==> src/rtl/core/lurt_pkg.sv <==
`timescale 1ns / 1ps
`default_nettype none
// ----------------------------------------------------------------------------
// lurt_pkg
// Shared types and constants for the longest unique run tracker.
// ----------------------------------------------------------------------------
package lurt_pkg;

  localparam int SYMBOLS  = 256;
  localparam int POS_BITS = 32;
  localparam int SYM_BITS = (SYMBOLS > 1) ? $clog2(SYMBOLS) : 1;
  localparam int LEN_BITS = 9;

  localparam logic [LEN_BITS-1:0] LEN_MAX = {LEN_BITS{1'b1}};
  localparam logic [POS_BITS-1:0] POS_MAX = {POS_BITS{1'b1}};
  localparam logic [POS_BITS-1:0] POS_ONE = POS_BITS'(1);

  typedef logic [POS_BITS-1:0] pos_t;
  typedef logic [SYM_BITS-1:0] sym_t;
  typedef logic [LEN_BITS-1:0] len_t;

  typedef struct packed {
    logic [7:0] byte_value;
    logic       first;
  } in_item_t;

  typedef struct packed {
    len_t run_len;
    len_t best_len;
    logic count_overflow;
  } out_item_t;

  // Table write request from the window stage
  typedef struct packed {
    logic en;
    sym_t sym;
    pos_t pos;
  } tbl_wr_t;

  // Byte to table index: byte modulo SYMBOLS, restoring remainder by a constant
  function automatic sym_t sym_of(input logic [7:0] b);
    logic [SYM_BITS+1:0] r;
    r = '0;
    for (int i = 7; i >= 0; i--) begin
      r = {r[SYM_BITS:0], b[i]};
      if (r >= (SYM_BITS+2)'(SYMBOLS)) begin
        r = r - (SYM_BITS+2)'(SYMBOLS);
      end
    end
    return r[SYM_BITS-1:0];
  endfunction

endpackage

`default_nettype wire

==> src/rtl/core/lurt_window.sv <==
`timescale 1ns / 1ps
`default_nettype none
// ----------------------------------------------------------------------------
// lurt_window
// Window start, position counter, best length and overflow update.
// ----------------------------------------------------------------------------
module lurt_window
  import lurt_pkg::*;
(
  input  wire       clk_i,
  input  wire       rst_ni,
  input  wire       fire_i,
  input  wire       first_i,
  input  pos_t      prev_i,
  output pos_t      pos_o,
  output out_item_t result_o
);

  pos_t pos_q, pos_d;
  pos_t ws_q, ws_d;
  len_t best_q, best_d;
  logic ovf_q, ovf_d;

  pos_t ws_base;
  pos_t diff;
  len_t best_base;
  len_t run;
  logic at_max;
  logic hit;

  always_comb begin
    at_max  = (pos_q == POS_MAX);
    ovf_d   = ovf_q | at_max;
    ws_base = first_i ? pos_q : ws_q;
    hit     = (prev_i != '0) && (prev_i >= ws_base);
    if (hit) begin
      ws_d = (prev_i == POS_MAX) ? POS_MAX : prev_i + POS_ONE;
    end else begin
      ws_d = ws_base;
    end

    diff = pos_q - ws_d;
    if (ws_d > pos_q) begin
      run = LEN_BITS'(1);
    end else if (diff >= POS_BITS'(LEN_MAX - LEN_BITS'(1))) begin
      run = LEN_MAX;
    end else begin
      run = diff[LEN_BITS-1:0] + LEN_BITS'(1);
    end

    best_base = first_i ? '0 : best_q;
    best_d    = (run > best_base) ? run : best_base;
    pos_d     = at_max ? pos_q : pos_q + POS_ONE;
  end

  always_ff @(posedge clk_i or negedge rst_ni) begin
    if (!rst_ni) begin
      pos_q  <= POS_ONE;
      ws_q   <= POS_ONE;
      best_q <= '0;
      ovf_q  <= 1'b0;
    end else if (fire_i) begin
      pos_q  <= pos_d;
      ws_q   <= ws_d;
      best_q <= best_d;
      ovf_q  <= ovf_d;
    end
  end

  assign pos_o                   = pos_q;
  assign result_o.run_len        = run;
  assign result_o.best_len       = best_d;
  assign result_o.count_overflow = ovf_d;

endmodule

`default_nettype wire

==> config.mk <==
export PLATFORM = sky130hd
export DESIGN_NAME = lurt_window
export DESIGN_NICKNAME = d
export VERILOG_FILES = /design/src/rtl/core/lurt_pkg.sv /design/src/rtl/core/lurt_window.sv
export SDC_FILE = /design/constraint.sdc
export NUM_CORES = 1
export LEC_CHECK = 0
export ABC_CLOCK_PERIOD_IN_PS = 38400
export BUFFER_PORTS_ARGS = -buffer_cell sky130_fd_sc_hd__buf_4
export CAP_MARGIN = 5
export CORE_MARGIN = 1
export CORE_UTILIZATION = 60
export DETAILED_ROUTE_END_ITERATION = 8
export PLACE_DENSITY = 0.87
export SLEW_MARGIN = 5
export SYNTH_ARGS = -nofsm -noshare
export SYNTH_HDL_FRONTEND = slang
export SYNTH_SLANG_ARGS = --single-unit
==> constraint.sdc <==
create_clock -name clk_i -period 38.4 [get_ports clk_i]
set_clock_uncertainty 0.2 [all_clocks]
set_input_delay 11.52 -clock clk_i [delete_from_list [all_inputs] [get_ports clk_i]]
set_output_delay 11.52 -clock clk_i [all_outputs]
set_load 0.005 [all_outputs]
==> flow_summary.json <==
{
  "timing_worst_slew_pin_value_ns": 0.985,
  "ant_nets": 0,
  "yosys_most_used_dff": "sky130_fd_sc_hd__dfrtp_1",
  "clockBufferDepth": 2,
  "total_power_uw": 459,
  "wl_met3_mm": 2.23,
  "grt_use_total_pct": 37.4,
  "final_net_count": 1228,
  "synthArstFlopShare_pct": 100,
  "synthMostInstantiatedCell": "sky130_fd_sc_hd__nand2_1",
  "cts_root_buf": "sky130_fd_sc_hd__clkbuf_16",
  "slowest_stage": "sky130_fd_sc_hd__and4_1",
  "path_delay_family": "compound AO/OA/AOI/OAI gates",
  "antenna-diode-count": 0,
  "netlist_area_um2": 8510,
  "ctsHtreeMaxLevel": 3,
  "hold_class": "flip-flop to flip-flop",
  "worstSetupEndpointType": "output port",
  "yosys-top-cells-area": "sky130_fd_sc_hd__dfrtp_1, sky130_fd_sc_hd__ha_1, sky130_fd_sc_hd__nand2_1, sky130_fd_sc_hd__xnor2_1, sky130_fd_sc_hd__mux2i_1",
  "post-route-min-period_ns": 33.32,
  "cts_hold_buffers": 0,
  "proportion_of_synthesized_chip_area_in_sequential_cells_pct": 21.8,
  "postPlaceCellArea_um2": 9190,
  "post_synthesis_register_bit_count": 74,
  "top_cell_types_by_occurrence_after_synthesis": "sky130_fd_sc_hd__nand2_1, sky130_fd_sc_hd__ha_1, sky130_fd_sc_hd__nor2_1, sky130_fd_sc_hd__dfrtp_1, sky130_fd_sc_hd__o21ai_0",
  "overflow": 0,
  "floorplan.die_area_um2": 14700,
  "fmax_mhz": 30.0,
  "placed_cells_incl_taps": 1283,
  "timing.final.setup_violations": 0,
  "clock_latency_ns": 0.36,
  "dp.final_hpwl_mm": 19.8,
  "power.density_cell_area_nw_per_um2": 48.3,
  "cp_slowest_stage_delay_ns": 0.84,
  "netlist-cell-type-count": 88,
  "vias_per_cell": 6.77,
  "die_width_um": 121,
  "worst_ep_required_time_ns": 26.68,
  "final_max_slew_viol_count": 0,
  "syn_nets": 1177,
  "clkTransAtPathRegs_ns": 0.06,
  "initial_core_util_pct": 61.3,
  "grt_antenna_before_repair": 0,
  "timing.final.hold_violations": 0,
  "cts_buffers": 9,
  "timing.hold.ws_ns": 0.249,
  "synth-edff-count": 0,
  "placement.io_buffers": 86,
  "cp-start-kind": "primary input",
  "tritoncts": "built",
  "core_um2": 13900,
  "grt_start_max_net_pins": 75,
  "total_leakage_power_nw": 4.30,
  "route.detailed.wl_per_inst_um": 20.4,
  "path_max_fanout": 44,
  "min_period_over_period_pct": 86.8,
  "cts-resized-gates": 0,
  "area_growth_pct": 11.7,
  "floorplan.die.height_um": 121,
  "vias_in_the_first_global_route": 8195,
  "place.gp.congestion": 1.01,
  "placement_rows": 43,
  "synth_top_area_cell": "sky130_fd_sc_hd__dfrtp_1",
  "maxCapViolCount": 0,
  "critical_path_type": "primary input to output port",
  "cts_setup_buffers": 0,
  "clock_sinks": 74,
  "post_synth.cell_area_avg_um2": 8.00,
  "initialDrtViolationCount": 906,
  "synthesis.instances": 1063,
  "highest-signal-layer": "met4",
  "ioPinCount": 87,
  "slew_headroom_pct": 34.3,
  "drt-pass1-iter-count": 9,
  "fillers": 1153,
  "tns_ns": 0,
  "synth_top_cell_area_share_pct": 21.2,
  "status": "completed",
  "m1WireLength_mm": 10.6,
  "irDropWorstVdd_uv": 31.5,
  "finish.cell_count_without_fillers": 1299,
  "worst-endpoint-arrival_ns": 21.60,
  "fraction_of_layout_instances_using_a_drive_strength_above_1_pct": 13.3,
  "wirelength_mm": 26.5,
  "yosys_warnings": 0,
  "cp_num_buf_inv": 3,
  "fin_area_um2": 9500,
  "met2_wirelength_mm": 12.4,
  "route.vias.total": 8797,
  "grt_pass1_wl_mm": 42.4,
  "rsz_0062_raised_after_global_routing": "false",
  "post-route-drc-count": 0
}
[per-stage QoR]
step	setup WS [ns]	utilization, %
2_1_floorplan	7.00	-
4_1_cts	4.96	68.4
3_3_place_gp	5.48	66.2
6_report	5.08	68.4
5_1_grt	4.52	68.4
3_5_place_dp	5.07	66.2
[kinds of logic (layout without fill, tap and decap cells)]
| kind of cell | after synthesis | in the layout | share of synthesized area [%] |
|---|---|---|---|
| XOR/XNOR | 72 | 72 | 7.41 |
| multiplexers | 48 | 48 | 5.88 |
| adder cells (fa/ha/maj) | 78 | 78 | 11.6 |
| buffers and inverters | 93 | 149 | 4.62 |
| AND/OR/NAND/NOR | 394 | 394 | 24.4 |
| AO/OA/AOI/OAI | 304 | 304 | 24.3 |
| flip-flops | 74 | 74 | 21.8 |
[worst paths after layout]
kind | start | to | slack (ns) | depth (start not counted)
hold reg to reg | ovf_q | ovf_q | 0.25 | 1
setup reg to reg | pos_o[0] | best_q[2] | 28.52 | 34
setup / recovery | first_i | result_o[8] | 5.08 | 36
max in group asynchronous | rst_ni | ws_q[28] | 26.24 | 1
hold / removal | ovf_q | ovf_q | 0.25 | 1
min in group asynchronous | rst_ni | pos_o[1] | 11.12 | 1
[cell type report]
type	instances	area [um^2]	share of cell area, %
Multi-Input combinational cell	896	6270	66.0
Sequential cell	74	1850	19.5
Timing Repair Buffer	91	683	7.19
Clock buffer	10	239	2.52
Tap cell	180	225	2.37
Inverter	42	158	1.66
Clock inverter	6	72.6	0.764
[cell usage in the layout (no fill, tap or decap), types with 9 or more instances in the layout]
master                      synthesis  final
sky130_fd_sc_hd__a21o_1            17     17
sky130_fd_sc_hd__a21oi_1           64     63
sky130_fd_sc_hd__a22o_1            27     27
sky130_fd_sc_hd__a31oi_1           18     18
sky130_fd_sc_hd__a32oi_1           17     17
sky130_fd_sc_hd__and3_1            16     16
sky130_fd_sc_hd__and4_1            10     10
sky130_fd_sc_hd__buf_4              1     91
sky130_fd_sc_hd__clkbuf_16          0      9
sky130_fd_sc_hd__dfrtp_1           72     72
sky130_fd_sc_hd__ha_1              77     77
sky130_fd_sc_hd__inv_1             41     41
sky130_fd_sc_hd__mux2_2             9      9
sky130_fd_sc_hd__mux2i_1           37     37
sky130_fd_sc_hd__nand2_1          112    112
sky130_fd_sc_hd__nand2b_1          14     14
sky130_fd_sc_hd__nand3_1           44     44
sky130_fd_sc_hd__nand4_1           28     28
sky130_fd_sc_hd__nor2_1            73     71
sky130_fd_sc_hd__nor2b_1            9      9
sky130_fd_sc_hd__nor3_1            20     20
sky130_fd_sc_hd__nor4_1            13     13
sky130_fd_sc_hd__o211ai_1          10     10
sky130_fd_sc_hd__o21a_1            19     19
sky130_fd_sc_hd__o21ai_0           65     65
sky130_fd_sc_hd__or3_1             11     11
sky130_fd_sc_hd__xnor2_1           44     44
sky130_fd_sc_hd__xor2_1            28     28
[routing by layer]
layer / GRT usage (%) / vias to the layer above
li1: - / 4089
met1: 46.7 / 4129
met2: 61.0 / 470
met3: 7.00 / 109
met4: 19.7 / 0
met5: 0 / -
[where the power goes]
part	leakage [nW]	switching, mW	internal, mW
Sequential	0.957	0.0119	0.0906
Clock	0.155	0.0404	0.0531
Combinational	3.18	0.156	0.106
Total	4.30	0.209	0.250
[state kept, by name, indices dropped and copies added, names as in the netlist]
signal and cells:
ws_q 32, best_q 9, pos_o 32, ovf_q 1
No activity file was read; power rests on OpenSTA's default activity.
